==> config.mk <==
export PLATFORM = sky130hd
export DESIGN_NAME = resp_length_prefixed_string_parser
export DESIGN_NICKNAME = d
export VERILOG_FILES = /design/src/rtl/rps_pkg.sv /design/src/rtl/rps_in_stage.sv /design/src/rtl/rps_parse.sv /design/src/rtl/rps_out_stage.sv /design/src/rtl/resp_length_prefixed_string_parser.sv
export SDC_FILE = /design/constraint.sdc
export NUM_CORES = 1
export LEC_CHECK = 0
export ABC_CLOCK_PERIOD_IN_PS = 8500
export CAP_MARGIN = 25
export CORE_ASPECT_RATIO = 0.75
export CORE_MARGIN = 4
export CORE_UTILIZATION = 30
export CTS_BUF_LIST = sky130_fd_sc_hd__clkbuf_8
export DETAILED_ROUTE_END_ITERATION = 8
export DONT_BUFFER_PORTS = 1
export HOLD_SLACK_MARGIN = 0.06
export SYNTH_ARGS = -nofsm -noshare
export SYNTH_HDL_FRONTEND = slang
export SYNTH_HIERARCHICAL = 1
export SYNTH_SLANG_ARGS = --single-unit
==> constraint.sdc <==
create_clock -name i_clk -period 8.5 [get_ports i_clk]
set_clock_uncertainty 0.2 [all_clocks]
set_input_delay 0.85 -clock i_clk [delete_from_list [all_inputs] [get_ports i_clk]]
set_output_delay 0.85 -clock i_clk [all_outputs]
set_load 0.05 [all_outputs]
==> src/rtl/rps_pkg.sv <==
// ============================================================================
// rps_pkg
// Shared types, codes and constants for the length-prefixed string parser.
// ============================================================================
package rps_pkg;

    localparam longint unsigned MAX_TEXT_LEN = 64'd65535;
    localparam longint unsigned LEN_SAT      = 64'd65535;

    // Payload counter tops out where both the too-long flag and text_length
    // saturation are still exact.
    localparam longint unsigned CNT_TOP =
        (MAX_TEXT_LEN + 64'd1 > LEN_SAT) ? (MAX_TEXT_LEN + 64'd1) : LEN_SAT;
    localparam int CNT_W = $clog2(CNT_TOP + 64'd1);
    localparam int MAG_W = 32;
    localparam int LEN_W = 16;
    localparam int CMP_W = (CNT_W > MAG_W) ? CNT_W : MAG_W;

    localparam logic [MAG_W-1:0] LIMIT_MAG = 32'h8000_0000;
    localparam logic [MAG_W-1:0] INT_MAX   = 32'h7FFF_FFFF;

    // parse phase
    localparam logic [1:0] PH_TYPE = 2'd0;
    localparam logic [1:0] PH_HDR  = 2'd1;
    localparam logic [1:0] PH_BODY = 2'd2;

    // number reader stage
    localparam logic [1:0] NS_SKIP  = 2'd0;
    localparam logic [1:0] NS_SIGN  = 2'd1;
    localparam logic [1:0] NS_DIGIT = 2'd2;
    localparam logic [1:0] NS_DONE  = 2'd3;

    // message kind
    localparam logic [1:0] KIND_BULK = 2'd0;
    localparam logic [1:0] KIND_ERR  = 2'd1;
    localparam logic [1:0] KIND_VERB = 2'd2;

    // status codes
    localparam logic [2:0] ST_OK       = 3'd0;
    localparam logic [2:0] ST_NULL     = 3'd1;
    localparam logic [2:0] ST_ENC      = 3'd2;
    localparam logic [2:0] ST_MISMATCH = 3'd3;
    localparam logic [2:0] ST_NOTNUM   = 3'd4;
    localparam logic [2:0] ST_RANGE    = 3'd5;
    localparam logic [2:0] ST_LONG     = 3'd6;

    localparam logic [7:0] CH_CR     = 8'd13;
    localparam logic [7:0] CH_LF     = 8'd10;
    localparam logic [7:0] CH_TAB    = 8'd9;
    localparam logic [7:0] CH_SPACE  = 8'h20;
    localparam logic [7:0] CH_PLUS   = 8'h2B;
    localparam logic [7:0] CH_MINUS  = 8'h2D;
    localparam logic [7:0] CH_ZERO   = 8'h30;
    localparam logic [7:0] CH_ONE    = 8'h31;
    localparam logic [7:0] CH_NINE   = 8'h39;
    localparam logic [7:0] CH_COLON  = 8'h3A;
    localparam logic [7:0] CH_DOLLAR = 8'h24;

    localparam logic [2:0] POS_LAST   = 3'd7;
    localparam logic [2:0] NULL_LEN   = 3'd5;
    localparam logic [2:0] NULL_END   = 3'd4;
    localparam int unsigned COLON_OFS = 3;

    typedef struct packed {
        logic [7:0] data_byte;
        logic       last_byte;
        logic [1:0] kind;
    } t_item;

    typedef struct packed {
        logic [7:0]       out_byte;
        logic             is_payload;
        logic [2:0]       status;
        logic [LEN_W-1:0] text_length;
    } t_result;

    // "$-1" CR LF
    function automatic logic [7:0] null_tmpl(input logic [2:0] pos);
        logic [7:0] ch;
        case (pos)
            3'd0:    ch = CH_DOLLAR;
            3'd1:    ch = CH_MINUS;
            3'd2:    ch = CH_ONE;
            3'd3:    ch = CH_CR;
            3'd4:    ch = CH_LF;
            default: ch = 8'd0;
        endcase
        return ch;
    endfunction

endpackage

==> src/rtl/rps_in_stage.sv <==
// ============================================================================
// rps_in_stage
// Input register: holds one accepted byte beat until the parser takes it.
// ============================================================================
module rps_in_stage (
    input  logic          i_clk,
    input  logic          i_rst_n,
    input  logic          i_valid,
    input  logic [7:0]    i_data_byte,
    input  logic          i_last_byte,
    input  logic [1:0]    i_kind,
    output logic          o_stall,
    input  logic          i_take,
    output logic          o_item_valid,
    output rps_pkg::t_item o_item
);
    import rps_pkg::*;

    logic  r_valid;
    t_item r_item;
    logic  load;

    assign o_stall      = r_valid && !i_take;
    assign load         = i_valid && !o_stall;
    assign o_item_valid = r_valid;
    assign o_item       = r_item;

    always_ff @(posedge i_clk) begin
        if (!i_rst_n) begin
            r_valid <= 1'b0;
        end else if (load) begin
            r_valid <= 1'b1;
        end else if (i_take) begin
            r_valid <= 1'b0;
        end
    end

    always_ff @(posedge i_clk) begin
        if (load) begin
            r_item <= '{data_byte: i_data_byte, last_byte: i_last_byte, kind: i_kind};
        end
    end

endmodule

==> src/rtl/rps_parse.sv <==
// ============================================================================
// rps_parse
// Message state and per-byte update: header number, framing, null and colon
// checks, payload counting, result formation.
// ============================================================================
module rps_parse (
    input  logic             i_clk,
    input  logic             i_rst_n,
    input  logic             i_go,
    input  rps_pkg::t_item   i_item,
    output logic             o_res_valid,
    output rps_pkg::t_result o_res
);
    import rps_pkg::*;

    logic [1:0]       r_phase, n_phase;
    logic [1:0]       r_kind, n_kind;
    logic [2:0]       r_pos, n_pos;
    logic [1:0]       r_null, n_null;
    logic [7:0]       r_held_byte, n_held_byte;
    logic [1:0]       r_held_vc, n_held_vc;
    logic             r_frame_bad, n_frame_bad;
    logic [1:0]       r_nstage, n_nstage;
    logic             r_neg, n_neg;
    logic [MAG_W-1:0] r_mag, n_mag;
    logic [1:0]       r_nflags, n_nflags;
    logic [CNT_W-1:0] r_cnt, n_cnt;
    logic             r_long, n_long;
    logic [1:0]       r_colon, n_colon;

    logic [7:0]       b;
    logic             last;
    logic             is_digit, is_ws;
    logic [35:0]      prod;
    logic             ovf;
    logic [MAG_W-1:0] mag_dig;
    logic             emit, term, dash_one, match;
    logic [2:0]       st;
    logic [63:0]      cnt_wide;
    logic [LEN_W-1:0] len_out;

    assign b        = i_item.data_byte;
    assign last     = i_item.last_byte;
    assign is_digit = (b >= CH_ZERO) && (b <= CH_NINE);
    assign is_ws    = (b == CH_SPACE) || ((b >= CH_TAB) && (b <= CH_CR));
    assign prod     = 36'(r_mag) * 36'd10 + 36'(b[3:0]);
    assign ovf      = prod > 36'(LIMIT_MAG);
    assign mag_dig  = ovf ? LIMIT_MAG : prod[MAG_W-1:0];

    always_comb begin
        n_phase     = r_phase;
        n_kind      = r_kind;
        n_pos       = r_pos;
        n_null      = r_null;
        n_held_byte = r_held_byte;
        n_held_vc   = r_held_vc;
        n_frame_bad = r_frame_bad;
        n_nstage    = r_nstage;
        n_neg       = r_neg;
        n_mag       = r_mag;
        n_nflags    = r_nflags;
        n_cnt       = r_cnt;
        n_long      = r_long;
        n_colon     = r_colon;
        emit        = 1'b0;
        term        = 1'b0;

        if (r_phase == PH_TYPE) begin
            n_kind = i_item.kind;
        end

        if ((r_pos >= NULL_LEN) || (b != null_tmpl(r_pos))) begin
            n_null[1] = 1'b1;
        end
        if (r_pos == 3'd1) begin
            n_null[0] = (b == CH_MINUS);
        end
        if (r_pos == 3'd2) begin
            n_null[0] = r_null[0] && (b == CH_ONE);
        end
        if (r_pos != POS_LAST) begin
            n_pos = r_pos + 3'd1;
        end

        unique case (r_phase)
            PH_TYPE: begin
                n_held_vc = {b == CH_CR, 1'b0};
                n_phase   = PH_HDR;
            end
            PH_HDR: begin
                if (r_held_vc[1] && (b == CH_LF)) begin
                    if (r_pos == 3'd1) begin
                        n_frame_bad = 1'b1;
                    end
                    n_phase   = PH_BODY;
                    n_held_vc = 2'b00;
                end else begin
                    n_held_vc = {b == CH_CR, 1'b0};
                    case (r_nstage)
                        NS_SKIP: begin
                            if (is_ws) begin
                                n_nstage = NS_SKIP;
                            end else if ((b == CH_PLUS) || (b == CH_MINUS)) begin
                                n_neg    = (b == CH_MINUS);
                                n_nstage = NS_SIGN;
                            end else if (is_digit) begin
                                n_mag    = mag_dig;
                                n_nflags = {r_nflags[1] | ovf, 1'b1};
                                n_nstage = NS_DIGIT;
                            end else begin
                                n_nstage = NS_DONE;
                            end
                        end
                        NS_SIGN, NS_DIGIT: begin
                            if (is_digit) begin
                                n_mag    = mag_dig;
                                n_nflags = {r_nflags[1] | ovf, 1'b1};
                                n_nstage = NS_DIGIT;
                            end else begin
                                n_nstage = NS_DONE;
                            end
                        end
                        default: n_nstage = r_nstage;
                    endcase
                end
            end
            default: begin
                if (last) begin
                    term = r_held_vc[0] && r_held_vc[1] && (b == CH_LF);
                end else begin
                    if (r_held_vc[0]) begin
                        emit = 1'b1;
                        if ((r_held_byte == CH_COLON) && !r_colon[0]) begin
                            n_colon = {r_cnt != CNT_W'(COLON_OFS), 1'b1};
                        end
                        if (r_cnt != CNT_W'(CNT_TOP)) begin
                            n_cnt = r_cnt + CNT_W'(1);
                        end
                        if (64'(n_cnt) > MAX_TEXT_LEN) begin
                            n_long = 1'b1;
                        end
                        if (r_held_vc[1] && (b == CH_LF)) begin
                            n_frame_bad = 1'b1;
                        end
                    end
                    n_held_byte = b;
                    n_held_vc   = {b == CH_CR, 1'b1};
                end
            end
        endcase

        dash_one = n_null[0] && (r_pos >= 3'd2);
        match    = (CMP_W'(n_mag) == CMP_W'(n_cnt)) && (!n_neg || (n_mag == '0));
        if ((n_kind == KIND_BULK) && dash_one) begin
            st = (!n_null[1] && (r_pos == NULL_END)) ? ST_NULL : ST_ENC;
        end else if (n_frame_bad || !term) begin
            st = ST_ENC;
        end else if ((n_kind == KIND_VERB) && n_colon[1]) begin
            st = ST_ENC;
        end else if (n_long) begin
            st = ST_LONG;
        end else if (!n_nflags[0]) begin
            st = ST_NOTNUM;
        end else if (n_nflags[1] || (!n_neg && (n_mag > INT_MAX))) begin
            st = ST_RANGE;
        end else if (match) begin
            st = ST_OK;
        end else begin
            st = ST_MISMATCH;
        end

        cnt_wide = 64'(n_cnt);
        if (st == ST_NULL) begin
            len_out = '0;
        end else if (cnt_wide > LEN_SAT) begin
            len_out = '1;
        end else begin
            len_out = cnt_wide[LEN_W-1:0];
        end

        if (last) begin
            n_phase     = PH_TYPE;
            n_kind      = KIND_BULK;
            n_pos       = '0;
            n_null      = '0;
            n_held_byte = '0;
            n_held_vc   = '0;
            n_frame_bad = 1'b0;
            n_nstage    = NS_SKIP;
            n_neg       = 1'b0;
            n_mag       = '0;
            n_nflags    = '0;
            n_cnt       = '0;
            n_long      = 1'b0;
            n_colon     = '0;
        end
    end

    assign o_res_valid = i_go && (last || emit);

    always_comb begin
        if (last) begin
            o_res = '{out_byte: 8'd0, is_payload: 1'b0, status: st, text_length: len_out};
        end else begin
            o_res = '{out_byte: r_held_byte, is_payload: 1'b1, status: ST_OK,
                      text_length: '0};
        end
    end

    always_ff @(posedge i_clk) begin
        if (!i_rst_n) begin
            r_phase     <= PH_TYPE;
            r_kind      <= KIND_BULK;
            r_pos       <= '0;
            r_null      <= '0;
            r_held_byte <= '0;
            r_held_vc   <= '0;
            r_frame_bad <= 1'b0;
            r_nstage    <= NS_SKIP;
            r_neg       <= 1'b0;
            r_mag       <= '0;
            r_nflags    <= '0;
            r_cnt       <= '0;
            r_long      <= 1'b0;
            r_colon     <= '0;
        end else if (i_go) begin
            r_phase     <= n_phase;
            r_kind      <= n_kind;
            r_pos       <= n_pos;
            r_null      <= n_null;
            r_held_byte <= n_held_byte;
            r_held_vc   <= n_held_vc;
            r_frame_bad <= n_frame_bad;
            r_nstage    <= n_nstage;
            r_neg       <= n_neg;
            r_mag       <= n_mag;
            r_nflags    <= n_nflags;
            r_cnt       <= n_cnt;
            r_long      <= n_long;
            r_colon     <= n_colon;
        end
    end

endmodule

==> src/rtl/rps_out_stage.sv <==
// ============================================================================
// rps_out_stage
// Result register: holds one result beat until the consumer takes it.
// ============================================================================
module rps_out_stage (
    input  logic             i_clk,
    input  logic             i_rst_n,
    input  logic             i_load,
    input  rps_pkg::t_result i_res,
    input  logic             i_stall,
    output logic             o_free,
    output logic             o_valid,
    output rps_pkg::t_result o_res
);
    import rps_pkg::*;

    logic    r_valid;
    t_result r_res;

    assign o_free  = !r_valid || !i_stall;
    assign o_valid = r_valid;
    assign o_res   = r_res;

    always_ff @(posedge i_clk) begin
        if (!i_rst_n) begin
            r_valid <= 1'b0;
        end else if (o_free) begin
            r_valid <= i_load;
        end
    end

    always_ff @(posedge i_clk) begin
        if (o_free && i_load) begin
            r_res <= i_res;
        end
    end

endmodule

==> src/rtl/resp_length_prefixed_string_parser.sv <==
// ============================================================================
// resp_length_prefixed_string_parser
// Checks length-prefixed string messages one byte beat at a time, streams
// payload bytes one beat late and closes each message with a status beat.
// ============================================================================
//   channel | direction | handshake          | payload
//   --------+-----------+--------------------+--------------------------------
//   input   | in        | i_valid / o_stall  | data_byte, last_byte, kind
//   result  | out       | o_valid / i_stall  | out_byte, is_payload, status,
//           |           |                    | text_length
//
// One byte beat per cycle while i_stall is low; path: input register, then
// parse logic into the result register.
// A byte that produces no result still waits for a free result register.
// Reset is synchronous, active low; no clearing pass.
// o_stall rises only while a byte sits in the input register and the result
// register is held by i_stall.
module resp_length_prefixed_string_parser (
    input  logic        i_clk,
    input  logic        i_rst_n,
    input  logic        i_valid,
    output logic        o_stall,
    input  logic [7:0]  i_data_byte,
    input  logic        i_last_byte,
    input  logic [1:0]  i_kind,
    output logic        o_valid,
    input  logic        i_stall,
    output logic [7:0]  o_out_byte,
    output logic        o_is_payload,
    output logic [2:0]  o_status,
    output logic [15:0] o_text_length
);
    import rps_pkg::*;

    logic    item_valid;
    t_item   item;
    logic    out_free;
    logic    go;
    logic    res_valid;
    t_result res;
    t_result res_q;

    assign go = item_valid && out_free;

    rps_in_stage u_in (
        .i_clk        (i_clk),
        .i_rst_n      (i_rst_n),
        .i_valid      (i_valid),
        .i_data_byte  (i_data_byte),
        .i_last_byte  (i_last_byte),
        .i_kind       (i_kind),
        .o_stall      (o_stall),
        .i_take       (go),
        .o_item_valid (item_valid),
        .o_item       (item)
    );

    rps_parse u_parse (
        .i_clk       (i_clk),
        .i_rst_n     (i_rst_n),
        .i_go        (go),
        .i_item      (item),
        .o_res_valid (res_valid),
        .o_res       (res)
    );

    rps_out_stage u_out (
        .i_clk   (i_clk),
        .i_rst_n (i_rst_n),
        .i_load  (res_valid),
        .i_res   (res),
        .i_stall (i_stall),
        .o_free  (out_free),
        .o_valid (o_valid),
        .o_res   (res_q)
    );

    assign o_out_byte    = res_q.out_byte;
    assign o_is_payload  = res_q.is_payload;
    assign o_status      = res_q.status;
    assign o_text_length = res_q.text_length;

endmodule

# Word-level counts from Yosys, hierarchy flattened
# Cells that the tools add are included.
dict set report totals {
  register_bits 118
  output_inout_bits 30
  elab_cells 206
  in_bits 15
}
dict set report op_classes {
  bitwise 2
  mux 88
  addsub 3
  n_eq_ne 24
  n_reduce_logical 54
  multipliers 1
  order_cmp 10
}
# operator n
set ops {}
lappend ops {{$mux 32} 7}
lappend ops {{$mux 17} 8}
lappend ops {{$pmux 32 s2} 1}
lappend ops {{$mux 2} 25}
lappend ops {{$eq 8x6->1 const B} 5}
lappend ops {{$add 36x4->36} 1}
lappend ops {{$gt 36x32->1 const B} 1}
lappend ops {{$mul 32x3->35 const B} 1}
lappend ops {{$gt 17x16->1 const B} 2}
lappend ops {{$eq 32x17->1} 1}
lappend ops {{$gt 32x31->1 const B} 1}
lappend ops {{$logic_not 32->1} 1}
lappend ops {{$mux 16} 2}
lappend ops {{$pmux 6 s5} 1}
lappend ops {{$mux 1} 28}
lappend ops {{$mux 3} 8}
lappend ops {{$mux 20} 1}
lappend ops {{$logic_and 1x1->1} 18}
lappend ops {{$add 17x1->17 const B} 1}
lappend ops {{$ne 17x17->1 const B} 1}
lappend ops {{$ne 17x2->1 const B} 1}
lappend ops {{$eq 8x4->1 const B} 2}
lappend ops {{$mux 8} 2}
lappend ops {{$pmux 2 s2} 4}
lappend ops {{other kinds (30)} 59}

# Depth between registers and ports, before layout
# Gate-level depths: netlist of run 1.
dict set report depth {
  word_depth 23
  depth_mapped 23
  mapped_depth_nobuf 20
}

# By module
# Netlist of run 1, hierarchy kept.
# mod area_each_um2 instances cells_per_inst
set modules_own_cells {}
lappend modules_own_cells {rps_parse 8745.9 1 1188}
lappend modules_own_cells {rps_out_stage 882.1 1 33}
lappend modules_own_cells {rps_in_stage 377.9 1 15}
lappend modules_own_cells {resp_length_prefixed_string_parser 6.3 1 1}

# Worst setup path before layout of run 1
# OpenSTA, ideal clock, no wires.
dict set report synth_path {
  path_kind {reg2reg}
  startpoint {reg u_parse.r_mag[1]}
  endpoint {reg u_out.r_res (netlist bit u_out/o_res[16]), data pin}
  path_slack_ns 2.128
  required_time_ns 8.046
  arrival_time_ns 5.917
  stages_incl_launch_ff 22
  setup_time_ns 0.254
  cell_sequence {dfxtp_1 -> ha_1 -> ha_1 -> fa_1 -> a211oi_2 -> o21a_2 -> a21oi_2 -> o31a_1 -> or4b_4 -> or3_1 -> buf_6 -> nor4_4 -> xor2_1 -> or4bb_2 -> a2111oi_4 -> o21ai_1 -> and3_4 -> a2111oi_4 -> and4_1 -> and4_1 -> a311oi_1 -> o21a_1}
}
dict set report synth_between {
  elab_chain_cells 20
  elab_cells_between_ends 31
}
# item line_no
set synth_rtl {}
lappend synth_rtl {{from (decl)} rps_parse.sv:25} ;# logic [MAG_W-1:0] r_mag, n_mag;
lappend synth_rtl {{from (signal assigned)} rps_parse.sv:236} ;# r_mag <= n_mag;
lappend synth_rtl {{parallel branches: the longest is 14 deep, another holds $add 36x4->36} -}
lappend synth_rtl {{$mux 3 (*)} rps_parse.sv:164} ;# end else if (n_nflags[1] || (!n_neg && (n_mag > INT_MAX))) begin
lappend synth_rtl {{$mux 3 (*)} rps_parse.sv:162} ;# end else if (!n_nflags[0]) begin
lappend synth_rtl {{$mux 3 (*)} rps_parse.sv:160} ;# end else if (n_long) begin
lappend synth_rtl {{$mux 3 (*)} rps_parse.sv:158} ;# end else if ((n_kind == KIND_VERB) && n_colon[1]) begin
lappend synth_rtl {{$mux 3 (*)} rps_parse.sv:156} ;# end else if (n_frame_bad || !term) begin
lappend synth_rtl {{$mux 3 (*)} rps_parse.sv:154} ;# if ((n_kind == KIND_BULK) && dash_one) begin
lappend synth_rtl {{to (signal assigned)} rps_out_stage.sv:34} ;# r_res <= i_res;
lappend synth_rtl {{to (decl)} rps_out_stage.sv:18} ;# t_result r_res;
# Mark *: on every way between the ends.
# A chain may end at the register's enable or synchronous reset.

# Worst setup path after layout of run 1
dict set report layout_path {
  startpoint {reg u_parse.r_mag[3]}
  endpoint {reg u_out.r_res (netlist bit u_out/o_res[16]), data pin}
}
# The elaborated chain is that of the path after synthesis.

==> results of run 1 <==
final timing paths:
path                        from                  end  slack [ns]  cells past startpoint
max             u_parse/r_mag[3]      u_out/o_res[16]        1.02                     20
min          u_parse/r_frame_bad  u_parse/r_frame_bad        0.28                      2
max reg2reg     u_parse/r_mag[3]      u_out/o_res[16]        1.02                     20
min reg2reg  u_parse/r_frame_bad  u_parse/r_frame_bad        0.28                      2
synth_stat cells, types with 5 or more instances:
master / number / share of area (%)
a21oi_1: 107 / 5.3
nand2_1: 98 / 3.7
nor2_1: 95 / 3.6
nor2b_1: 80 / 5.0
dfxtp_1: 79 / 16
ha_1: 73 / 9.1
o21ai_0: 65 / 3.2
clkbuf_1: 53 / 2.0
xnor2_1: 45 / 3.9
nor3_1: 43 / 2.1
edfxtp_1: 39 / 12
a22oi_1: 33 / 2.5
nand4_1: 33 / 2.1
xor2_1: 33 / 2.9
nand3_1: 32 / 1.6
inv_1: 25 / 0.94
nor4_1: 20 / 1.2
a21o_1: 17 / 1.3
and2_1: 17 / 1.1
o21a_1: 15 / 1.1
a32oi_1: 13 / 1.1
and3_1: 13 / 0.81
a211oi_1: 11 / 0.82
a31oi_1: 10 / 0.62
buf_2: 10 / 0.50
mux2i_1: 9 / 0.90
a21boi_0: 8 / 0.60
nand2b_1: 7 / 0.44
o211ai_1: 7 / 0.52
o21ai_1: 7 / 0.35
o22ai_1: 7 / 0.44
and3b_1: 6 / 0.52
a211o_1: 5 / 0.44
and4_1: 5 / 0.44
nand4b_1: 5 / 0.44
or2_2: 5 / 0.31
cells in the final DEF (no fill, tap or decap), types with 9 or more instances in the layout:
cell type and n:
a211oi_1 11, a21o_1 17, a21oi_1 107, a22oi_1 33, a31oi_1 10, a32oi_1 13, and2_1 17, and3_1 13
buf_4 11, clkbuf_8 17, dfxtp_1 79, edfxtp_1 39, ha_1 73, inv_1 25, mux2i_1 9, nand2_1 98
nand3_1 32, nand4_1 33, nor2_1 95, nor2b_1 80, nor3_1 43, nor4_1 20, o21a_1 15, o21ai_0 65
xnor2_1 45, xor2_1 33
flip-flops by register name, summed over array words and instances (netlist names), 3 cells and up:
register             flops
u_parse/r_held_byte      8
u_parse/r_pos            3
u_parse/r_cnt           17
u_out/o_res             28
u_in/o_item             11
u_parse/r_mag           32
area by class of cell:
type | instances | area share, %
antenna | 1 | 0.0233
sequential | 118 | 25.6
timing repair buffer | 11 | 0.768
clock inverter | 15 | 1.64
clock buffer | 17 | 2.18
inverter | 26 | 0.908
multi-input combinational | 1021 | 63.7
tap | 442 | 5.15
critical path: cells and delay by family, from the launching register on:
kind,cells,cell delay [ns]
buffers and inverters,1,0.26
AND/OR/NAND/NOR,6,2.26
AO/OA/AOI/OAI,9,2.71
flip-flops,1,0.49
adder cells (fa/ha/maj),3,0.97
XOR/XNOR,1,0.34
stage by stage:
step	area, um^2	hold WS [ns]	util, %	total power, mW	cells
4_1_cts	10700	0.274	32.9	1.26	1650
5_1_grt	10700	0.265	32.9	1.30	1651
2_1_floorplan	10000	0.228	-	0.691	1237
3_5_place_dp	10300	0.256	31.6	0.712	1618
6_report	10700	0.278	32.9	1.25	1651
3_3_place_gp	10300	0.244	31.6	0.711	1618
per-layer routing:
layer | up-vias | track usage (%) | share of wire, %
met4 | 2 | 2.14 | 0.91
li1 | 4518 | - | -
met2 | 466 | 23.6 | 40
met3 | 39 | 4.61 | 9.6
met1 | 4628 | 27.2 | 49
met5 | - | 0 | 0.037
cell families after synthesis:
family / after synthesis / share of synthesized area [%]
AOI/OAI and AO/OA: 356 / 23.5
xor gates and xnor gates: 78 / 6.82
adders and majority gates: 75 / 9.52
buffers and inverters: 98 / 4.11
DFF: 118 / 27.5
muxes: 11 / 1.12
and+or+nand+nor: 501 / 27.4
where the power goes:
| group | leakage (nW) | switching [mW] | internal [mW] |
|---|---|---|---|
| Combinational | 2.77 | 0.0550 | 0.0223 |
| Sequential | 0.992 | 0.0306 | 0.593 |
| Clock | 0.212 | 0.259 | 0.292 |
==> results summary, run 1 <==
Setup repair after global routing left no endpoint under its margin. On the critical path, the stage with the largest delay is an instance of or3_1. The clock net sink count came out at 118.

The run finished with clean final reports. The weighted congestion at the end of routability-driven global placement is 0.966. The launching element type of the critical path is a flop.

TritonCTS built the clock tree. Once the clock tree was built, the setup fixing pass inserted 0 buffers. The share of final-layout standard cells stronger than drive strength 1 came out at 6.46%. The area of the core is 32700 um^2. The summed negative setup slack over all endpoints came out at 0 ns. At the pin with the least slew margin, the transition time is 0.964 ns. The post-detailed-routing wire length is 32.4 mm.

The max-capacitance violation count came out at 0. The DRC violation total after the first TritonRoute iteration is 1142. For this run, the slowest stage of the critical path takes 0.55 ns. The highest clock rate came out at 134 MHz. The largest fanout on the critical path came out at 7. For the worst setup path, the data arrival time is 7.48 ns.

The total of warnings raised by yosys came out at 6. The worst setup path is captured at a flop. The routed length per placed instance is 19.6 um. The filler cells instantiated in the layout total 3488. The time the final worst path needs with I/O delays and setup came out at 7.48 ns. For the worst setup path, the data required time is 8.50 ns. The synthesis-stage register bit count came out at 118. The min-delay analysis places its worst path in the category reg -> reg.

The worst setup path is of the reg -> reg kind. The critical path goes through ha_1 > ha_1 > fa_1 > a211oi_2 > o21ai_1 > a211o_1 > xor2_1 > nand2_1 > or3_1 > nor4_2 > a21oi_1 > o21ai_1 > inv_1 > a31oi_1 > o21ai_0 > nor3_1 > and4_1 > and4_1 > a311oi_1 > o21a_1. The count of buffers added on input and output ports is 0.

The synthesized netlist net count came out at 1327. The clock passes through at most 2 buffers. The area used by sequential logic in the layout is 2750 um^2.

The number of levels in the clock H-tree is 4. The number of nets with antenna violations after detailed routing is 0. 45 I/O pins were placed.

The netlist area before placement is 10000 um^2. The clock root buffer master is clkbuf_8. The synthesized area divided by synthesized cell count came out at 8.09 um^2. Measured along the x axis, the die boundary spans 219 um. The worst pin sits at a relative slew slack of 35.2%.

The die footprint came out at 36400 um^2. The standby leakage power came out at 3.98 nW. The global-route wire length before repair is 50.7 mm. The die height came out at 166 um. The number of flops mapped to enable cells by yosys came out at 39. The number of cells upsized or downsized after cts came out at 0. Global routing used 17.2% of the available tracks. For this run the aggregate overflow at the end of global routing stands at 0.

The clock-pin slew of the registers on the worst-case setup and hold paths came out at 0.07 ns. Entering global routing, the biggest net connects 77 pins. The hold violation count in the final report is 0.

The post-layout net count is 1285. Summing all multi-input logic gate instances after layout gives 6850 um^2. After synthesis, the netlist uses 90 different library cells. For this run, the register share of the synthesized area comes to 27.5%.

The power per cell area came out at 116 nW/um^2. The final critical-path setup slack came out at 1.02 ns. The max-slew violation total from the final report came out at 0. The routed via count came out at 9653.

Before antenna repair, the detailed router went through 6 iterations. Counting every instance in the synthesized netlist gives 1237. At the later pin of the worst-skew pair, clock insertion delay measures 0.45 ns.

The number of antenna violations at the first check in global routing is 2. Clock tree synthesis inserted a total of 17 buffers. The row count is 57.

The initial cell density of the core came out at 30.7%. The worst-case vdd ir drop came out at 78.6 uV. The half-perimeter wire length after placement came out at 24.2 mm.

The growth of design area from synthesis to finish came out at 7.34%. The via count of the first global-routing pass came to 8740. Prior to clock tree synthesis, the placed netlist has a worst setup slack of 1.19 ns. The number of vias per cell came out at 5.85.

The residual DRC count is 0. In the synthesized netlist the async set-or-reset flop fraction comes to 0%. The final setup violation count came out at 0. Among all flip-flop cells after synthesis, the most frequent one is dfxtp_1. The period utilization came out at 88.0%.

The post-cts hold buffer count came out at 0.
(Power assumes the default switching activity.)
==> run 2: changes to the inputs <==
--- a/config.mk
+++ b/config.mk
@@ -7,6 +7,8 @@
 export LEC_CHECK = 0
 export ABC_CLOCK_PERIOD_IN_PS = 8500
 export CAP_MARGIN = 25
+export CELL_PAD_IN_SITES_DETAIL_PLACEMENT = 1
+export CELL_PAD_IN_SITES_GLOBAL_PLACEMENT = 1
 export CORE_ASPECT_RATIO = 0.75
 export CORE_MARGIN = 4
 export CORE_UTILIZATION = 30
@@ -14,7 +16,9 @@
 export DETAILED_ROUTE_END_ITERATION = 8
 export DONT_BUFFER_PORTS = 1
 export HOLD_SLACK_MARGIN = 0.06
+export PLACE_DENSITY_LB_ADDON = 0.1
 export SYNTH_ARGS = -nofsm -noshare
 export SYNTH_HDL_FRONTEND = slang
 export SYNTH_HIERARCHICAL = 1
 export SYNTH_SLANG_ARGS = --single-unit
+export TNS_END_PERCENT = 20
==> run 2 against run 1 <==
  * Total power down 0.33%
  * Global-route usage rose by 2.8 points
  * Via count decreased by 2.0%
  * Highest routed layer is now met4
  * Clock power fell by 2%
  * Flip-flop and latch count did not move
  * Maximum frequency fell by 3.6%
  * Largest power group unchanged
==> results summary, run 2 (synthesized netlist as in run 1, its figures left out) <==
The count of antenna diodes in the layout is 0 (-1). In this run the worst hold path is classified as in -> reg. The class of the most critical setup path is reg -> reg. The clock insertion delay at the later pin of the skew report is 0.45 ns (about the same). The relative slew slack is 30.6% (-4.6 points). The maximum single-stage delay on the critical path is 0.69 ns (+0.14 ns). The floorplan die width came out at 219 um (unchanged). The DRC violation total after the first TritonRoute iteration came to 665 (-42%). The initial cell density of the core came out at 30.7% (unchanged). The startpoint identified for the worst register-to-register timing path is u_parse/r_mag[1]. The post-layout net count is 1292 (+0.54%).

The post-cts hold buffer count was 0 (unchanged). The pin count of the biggest net entering global routing came out at 77 (unchanged). The critical path goes through ha_1 > ha_1 > fa_1 > a211oi_2 > o21ai_1 > a211o_1 > a22o_1 > nor4b_1 > nand4_1 > nor4_4 > xor2_1 > or4bb_2 > nand2_1 > a31o_1 > a32oi_1 > xor2_1 > nor4b_1 > and4_1 > a311oi_1 > o21a_1. The number of antenna violations at the first check in global routing came out at 0 (-2). The arrival time reported for the critical path endpoint is 7.77 ns (+0.29 ns). The number of vias per cell was 5.71 (-2.3%). The setup slack of the most critical reg-to-reg path came out at 0.74 ns (-0.28 ns).

The slew at the pin closest to its max-slew limit is 1.04 ns (+0.0713 ns). The worst-case vdd ir drop came to 83.3 uV (+6.1%). The number of flip-flops in the largest register was 32 (unchanged). The residual DRC count was 0 (unchanged). The total instance count after detailed placement came out at 1624 (+0.37%). The number of buffers created by CTS is 17 (unchanged). The number of levels in the clock H-tree was 4 (unchanged). The half-perimeter wire length after placement was 28.4 mm (+17%).

The flow ran to the end, and the final reports show no timing, DRC or antenna violations. The clock-pin slew of the registers on the worst-case setup and hold paths came out at 0.08 ns (about the same). The worst hold path stage count came out at 0 (-2). The max-slew violation total from the final report is 0 (unchanged).

The power per cell area is 116 nW/um^2 (-0.74%). The post-detailed-routing wire length came to 37.1 mm (+15%). The area of the core came out at 32700 um^2 (unchanged). The clock tree from TritonCTS is done. For hold timing, the worst endpoint is u_in/o_item[3]. The wire length the detailed router placed on met1 is 20.6 mm (+29%). Leaving out fill and tap cells, the most frequent cell in the layout is a21oi_1. The weighted congestion at the end of routability-driven global placement came to 0.861 (-11%). In this run the clock root is driven by a clkbuf_8. The routed length per placed instance was 22.4 um (+14%). The hold violation count in the final report came out at 0 (unchanged). The count of non-filler cells in the finished layout is 1657 (+0.36%). The number of setup buffers added after CTS is 0 (unchanged). The post-route total power is 1.25 mW (-0.33%). STA classifies the critical path endpoint as a flop. The largest fanout on the critical path is 17 (+10). The max-capacitance violation count came out at 0 (unchanged). On the critical path, the stage with the largest delay is an instance of or4bb_2. The standby leakage power came to 3.99 nW (+0.20%). The number of buffer cells added on primary ports is 0 (unchanged). The count of buffer and inverter cells on the critical path is 0 (-1). The number of cells upsized or downsized after cts came out at 0 (unchanged). Setup repair after global routing left no endpoint under its margin. The number of primary I/O pins came out at 45 (unchanged). The highest routing layer actually used is met4. The final setup violation count came to 0 (unchanged). The time the final worst path needs with I/O delays and setup came out at 7.76 ns (+0.279 ns). The top cell types in the final layout, fill and taps aside, are a21oi_1, nand2_1, nor2_1. The end of the worst register-to-register path is u_out/o_res[16]. The worst-case hold slack is 0.287 ns (+0.00914 ns). The die footprint came out at 36400 um^2 (unchanged). The growth of design area from synthesis to finish is 7.79%. The length in cells of the worst reg-to-reg path came out at 20 (unchanged).

The routed length on met3 came out at 1.57 mm (-49%). The data required time at the worst endpoint is 8.51 ns (about the same). The launch point of the worst hold path is i_data_byte[0]. The clock net sink count is 118 (unchanged). The number of search-and-repair iterations in the first detailed-routing pass came out at 5 (-1). Grouping stages by cell kind, the critical path spends the most delay in simple AND/OR/NAND/NOR gates. The routed via count came to 9462 (-2.0%). The row count came out at 57 (unchanged).

The sum of met2 wire segment lengths after detailed routing is 14.7 mm (+13%). The global-route usage over all layers is 20.0% (+2.8 points). The summed negative setup slack over all endpoints is 0 ns (unchanged). The via count of the first global-routing pass was 9284 (+6.2%). The register with the most flip-flops is u_parse/r_mag.

The period utilization was 91.3% (+3.3 points). The maximum root-to-sink buffer count is 2 (unchanged). The global-route wire length before repair is 57.6 mm (+14%). The number of nets with antenna violations after detailed routing is 0 (unchanged). The total congestion overflow after global routing is 0 (unchanged).

The share of final-layout standard cells stronger than drive strength 1 came out at 7.08% (+0.62 points). The launching element type of the critical path is a flop. The highest clock rate came out at 129 MHz (-3.6%). The die height came to 166 um (unchanged).
run 2: cell count changes in the layout (fill, tap and decap cells not counted), moves of 3 or more:
| cell | delta |
|---|---|
| buf_4 | +7 |
| clkbuf_8 | +3 |
| clkinv_4 | -3 |
| inv_6 | -3 |
| clkinvlp_4 | +6 |
run 2: cell type report:
| type | instances | area [um^2] |
|---|---|---|
| Clock inverter | 12 | 128 |
| Fill cell | 3898 | 21900 |
| Multi-Input combinational cell | 1021 | 6850 |
| Tap cell | 442 | 553 |
| Inverter | 26 | 97.6 |
| Sequential cell | 118 | 2750 |
| Clock buffer | 20 | 275 |
| Timing Repair Buffer | 18 | 135 |
run 2: per-stage QoR:
step / area (um^2) / util, % / setup WS [ns]
2_1_floorplan: 10000 / - / 2.13
3_3_place_gp: 10400 / 31.8 / 0.956
3_5_place_dp: 10400 / 31.8 / 0.947
4_1_cts: 10800 / 33.0 / 0.873
5_1_grt: 10800 / 33.0 / 0.333
6_report: 10800 / 33.0 / 0.739
run 2: worst max path at each step:
stage	endpoint	from	slack (ns)	depth (start not counted)
floorplan	u_out/o_res[16]	u_parse/r_mag[1]	2.13	21
global placement	u_out/o_res[16]	u_parse/r_mag[1]	0.96	20
detailed placement	u_out/o_res[16]	u_parse/r_mag[1]	0.95	20
CTS	u_out/o_res[16]	u_parse/r_mag[1]	0.87	20
global route	u_out/o_res[16]	u_parse/r_mag[1]	0.33	20
finish	u_out/o_res[16]	u_parse/r_mag[1]	0.74	20
run 2: layer usage:
layer  track usage, %  vias up
li1                 -     4532
met5                0        -
met4             2.99        0
met2             27.6      211
met3             2.89       21
met1             32.9     4698
run 2: worst reg2reg max path: stages, from the launching register on:
cell and delay (ns):
dfxtp_1 0.46, ha_1 0.28, ha_1 0.24, fa_1 0.45, a211oi_2 0.33, o21ai_1 0.30, a211o_1 0.46, a22o_1 0.23
nor4b_1 0.61, nand4_1 0.34, nor4_4 0.52, xor2_1 0.16, or4bb_2 0.69, nand2_1 0.14, a31o_1 0.64, a32oi_1 0.34
xor2_1 0.24, nor4b_1 0.32, and4_1 0.29, a311oi_1 0.10, o21a_1 0.19
run 2: power by group:
part / switching (mW) / internal (mW)
Combinational: 0.0619 / 0.0245
Sequential: 0.0281 / 0.593
Clock: 0.258 / 0.282
==> run 3: changes to the inputs <==
--- a/config.mk
+++ b/config.mk
@@ -12,11 +12,12 @@
 export CORE_ASPECT_RATIO = 0.75
 export CORE_MARGIN = 4
 export CORE_UTILIZATION = 30
-export CTS_BUF_LIST = sky130_fd_sc_hd__clkbuf_8
+export CTS_BUF_LIST = sky130_fd_sc_hd__clkbuf_2
 export DETAILED_ROUTE_END_ITERATION = 8
 export DONT_BUFFER_PORTS = 1
 export HOLD_SLACK_MARGIN = 0.06
 export PLACE_DENSITY_LB_ADDON = 0.1
+export RECOVER_POWER = 50
 export SYNTH_ARGS = -nofsm -noshare
 export SYNTH_HDL_FRONTEND = slang
 export SYNTH_HIERARCHICAL = 1
==> run 3 against run 2 <==
  * The flow now finishes with violations (capacitance limit, slew limit)
  * Total power fell by 13%
  * Die area did not move
  * Sequential share of layout area rose by 0.12 points
  * Sequential power barely moved
  * Critical path depth did not move
  * Final area fell by 0.48%
  * First-iteration DRC count rose by 2.4%
  * Hold slack got worse by 0.092 ns
  * Utilization fell by 0.16 points
  * Setup slack got worse by 0.026 ns
  * Non-clock buffer count rose by 14
  * Via count rose by 0.49%
  * Largest cell class unchanged
  * Largest power group unchanged
==> results summary, run 3 (synthesized netlist as in run 1, its figures left out) <==
The sink of the worst hold path is u_parse/r_phase[1]. The length in cells of the worst reg-to-reg path is 20 (unchanged). The clock net sink count came to 118 (unchanged).

The path class of the tightest hold or removal check is in -> reg. The die footprint came out at 36400 um^2 (unchanged). The flow ran to the end, but the final reports show violations.

The largest fanout on the critical path is 17 (unchanged). The count of non-filler cells in the finished layout came out at 1671 (+0.84%). The weighted congestion at the end of routability-driven global placement came out at 0.861 (unchanged). In the layout the commonest cells are a21oi_1, nand2_1, nor2_1. Setup repair after global routing left no endpoint under its margin. The total congestion overflow after global routing was 0 (unchanged). The class of the most critical setup path is reg -> reg.

The maximum single-stage delay on the critical path came out at 0.69 ns (about the same). The routed length per placed instance came out at 22.4 um (-0.12%). The global-route usage over all layers is 20.2% (+0.13 points). The number of flip-flops in the largest register is 32 (unchanged). The data required time at the worst endpoint is 8.80 ns (+0.29 ns). The end of the worst register-to-register path is u_out/o_res[16].

The clock-pin slew of the registers on the worst-case setup and hold paths came out at 0.20 ns (+0.12 ns). The startpoint identified for the worst register-to-register timing path is u_parse/r_mag[1]. The number of vias per cell is 5.69 (-0.36%).

The number of search-and-repair iterations in the first detailed-routing pass came out at 6 (+1). The pin count of the biggest net entering global routing came out at 76 (-1.3%). The area of the core came out at 32700 um^2 (unchanged).

The number of primary I/O pins came to 45 (unchanged). The highest clock rate is 128 MHz (-0.34%). The half-perimeter wire length after placement is 28.4 mm (unchanged). The post-detailed-routing wire length is 37.4 mm (+0.73%).

From synthesis to final layout, the design area changed by 7.27%. In this run the most critical hold path is launched from i_rst_n. The number of cells upsized or downsized after cts is 0 (unchanged). The global-route wire length before repair came out at 57.8 mm (+0.39%). The period utilization came out at 91.6% (+0.31 points).

The share of final-layout standard cells stronger than drive strength 1 is 6.18% (-0.89 points). The standby leakage power is 3.96 nW (-0.69%). The residual DRC count was 0 (unchanged). Walking the worst path, the cells encountered are ha_1 > ha_1 > fa_1 > a211oi_2 > o21ai_1 > a211o_1 > a22o_1 > nor4b_1 > nand4_1 > nor4_4 > xor2_1 > or4bb_2 > nand2_1 > a31o_1 > a32oi_1 > xor2_1 > nor4b_1 > and4_1 > a311oi_1 > o21a_1. The post-layout net count came out at 1306 (+1.1%). The max-capacitance violation count came to 3 (+3). STA classifies the critical path startpoint as a flop. The count of antenna diodes in the layout is 0 (unchanged). The post-cts hold buffer count came out at 14 (+14).

The worst hold path stage count was 2 (+2). The number of setup buffers added after CTS came out at 0 (unchanged). The post-route total power was 1.09 mW (-13%). The hold violation count in the final report came to 0 (unchanged). The die height came to 166 um (unchanged).

The final setup violation count came out at 0 (unchanged). The number of levels in the clock H-tree came to 4 (unchanged). The relative slew slack is -19.9% (-51 points). The via count of the first global-routing pass came out at 9337 (+0.57%). The number of buffers created by CTS is 17 (unchanged). The total instance count after detailed placement came out at 1624 (unchanged). The clock tree from TritonCTS is done.

The number of antenna violations at the first check in global routing came out at 0 (unchanged). The row count is 57 (unchanged). The summed negative setup slack over all endpoints came out at 0 ns (unchanged). The maximum root-to-sink buffer count is 2 (unchanged).

The share of the core filled with cells was 32.9% (-0.16 points). The DRC violation total after the first TritonRoute iteration is 681 (+2.4%). The library cell used most frequently in the layout, excluding fill and tap cells, is a21oi_1. The initial cell density of the core came to 30.7% (unchanged). The power per cell area is 102 nW/um^2 (-12%). STA classifies the critical path endpoint as a flop. Among all stages on the critical path, the largest delay is contributed by or4bb_2. The setup slack of the most critical reg-to-reg path is 0.71 ns (-0.03 ns). The clock root buffer master is clkbuf_2. The arrival time reported for the critical path endpoint came out at 8.09 ns (+0.32 ns). The worst-case vdd ir drop came out at 95.3 uV (+14%).

The max-slew violation total from the final report is 96 (+96). u_parse/r_mag holds more flip-flops than any other register. The number of buffer cells added on primary ports is 0 (unchanged). The final critical-path setup slack is 0.713 ns (-0.0263 ns). The worst setup slack after placement came out at 0.947 ns (unchanged). The number of nets with antenna violations after detailed routing was 0 (unchanged).

The time the final worst path needs with I/O delays and setup is 7.79 ns (+0.0263 ns). The floorplan die width is 219 um (unchanged). The final reports fail on capacitance limit, slew limit. The slew at the pin closest to its max-slew limit was 1.80 ns (+0.764 ns). The clock insertion delay at the later pin of the skew report was 0.74 ns (+0.29 ns).

The routed via count came out at 9508 (+0.49%).
==> run 3: cell types whose count changed in the layout (fill, tap and decap cells not counted), sizes merged <==
cell and delta:
dlygate4sd3 +13, clkbuf +3, clkinv +3, buf -5
==> run 3: per-layer routing <==
metal	track usage, %	vias to the layer above	wire, um
met2	27.8	207	14900
met3	3.13	22	1510
met4	3.16	0	235
met1	32.9	4712	20700
met5	0	-	0
li1	-	4567	-
==> run 3: area by class of cell <==
cell class	count	area (um^2)
fill	3925	21900
multi-input combinational	1021	6840
sequential	118	2750
tap	442	553
timing repair buffer	32	270
clock inverter	15	139
inverter	26	97.6
clock buffer	17	85.1
==> run 3: power by group <==
| group | switching [mW] | internal (mW) |
|---|---|---|
| registers | 0.0282 | 0.594 |
| logic | 0.0675 | 0.0281 |
| clock network | 0.243 | 0.129 |
| total | 0.339 | 0.751 |
==> run 3: critical path, delay by kind of cell (launching register included) <==
family                   cells  cell delay, ns
AND/OR/NAND/NOR              7            2.93
AO/OA/AOI/OAI                8            2.58
adder cells (fa/ha/maj)      3            0.97
flip-flops                   1            0.49
XOR/XNOR                     2            0.40
==> run 3: how the worst max path moves through the flow <==
| stage | start | end | slack (ns) |
|---|---|---|---|
| global placement | u_parse/r_mag[1] | u_out/o_res[16] | 0.96 |
| global route | u_parse/r_mag[1] | u_out/o_res[16] | 0.32 |
| CTS | u_parse/r_mag[1] | u_out/o_res[16] | 0.88 |
| floorplan | u_parse/r_mag[1] | u_out/o_res[16] | 2.13 |
| detailed placement | u_parse/r_mag[1] | u_out/o_res[16] | 0.95 |
| finish | u_parse/r_mag[1] | u_out/o_res[16] | 0.71 |
==> run 3: per-stage QoR <==
step                      hold WS, ns  area [um^2]
after floorplan                 0.228        10000
after global placement          0.241        10400
after detailed placement        0.275        10400
after CTS                      0.0788        10800
after global routing            0.114        10700
final                           0.195        10700
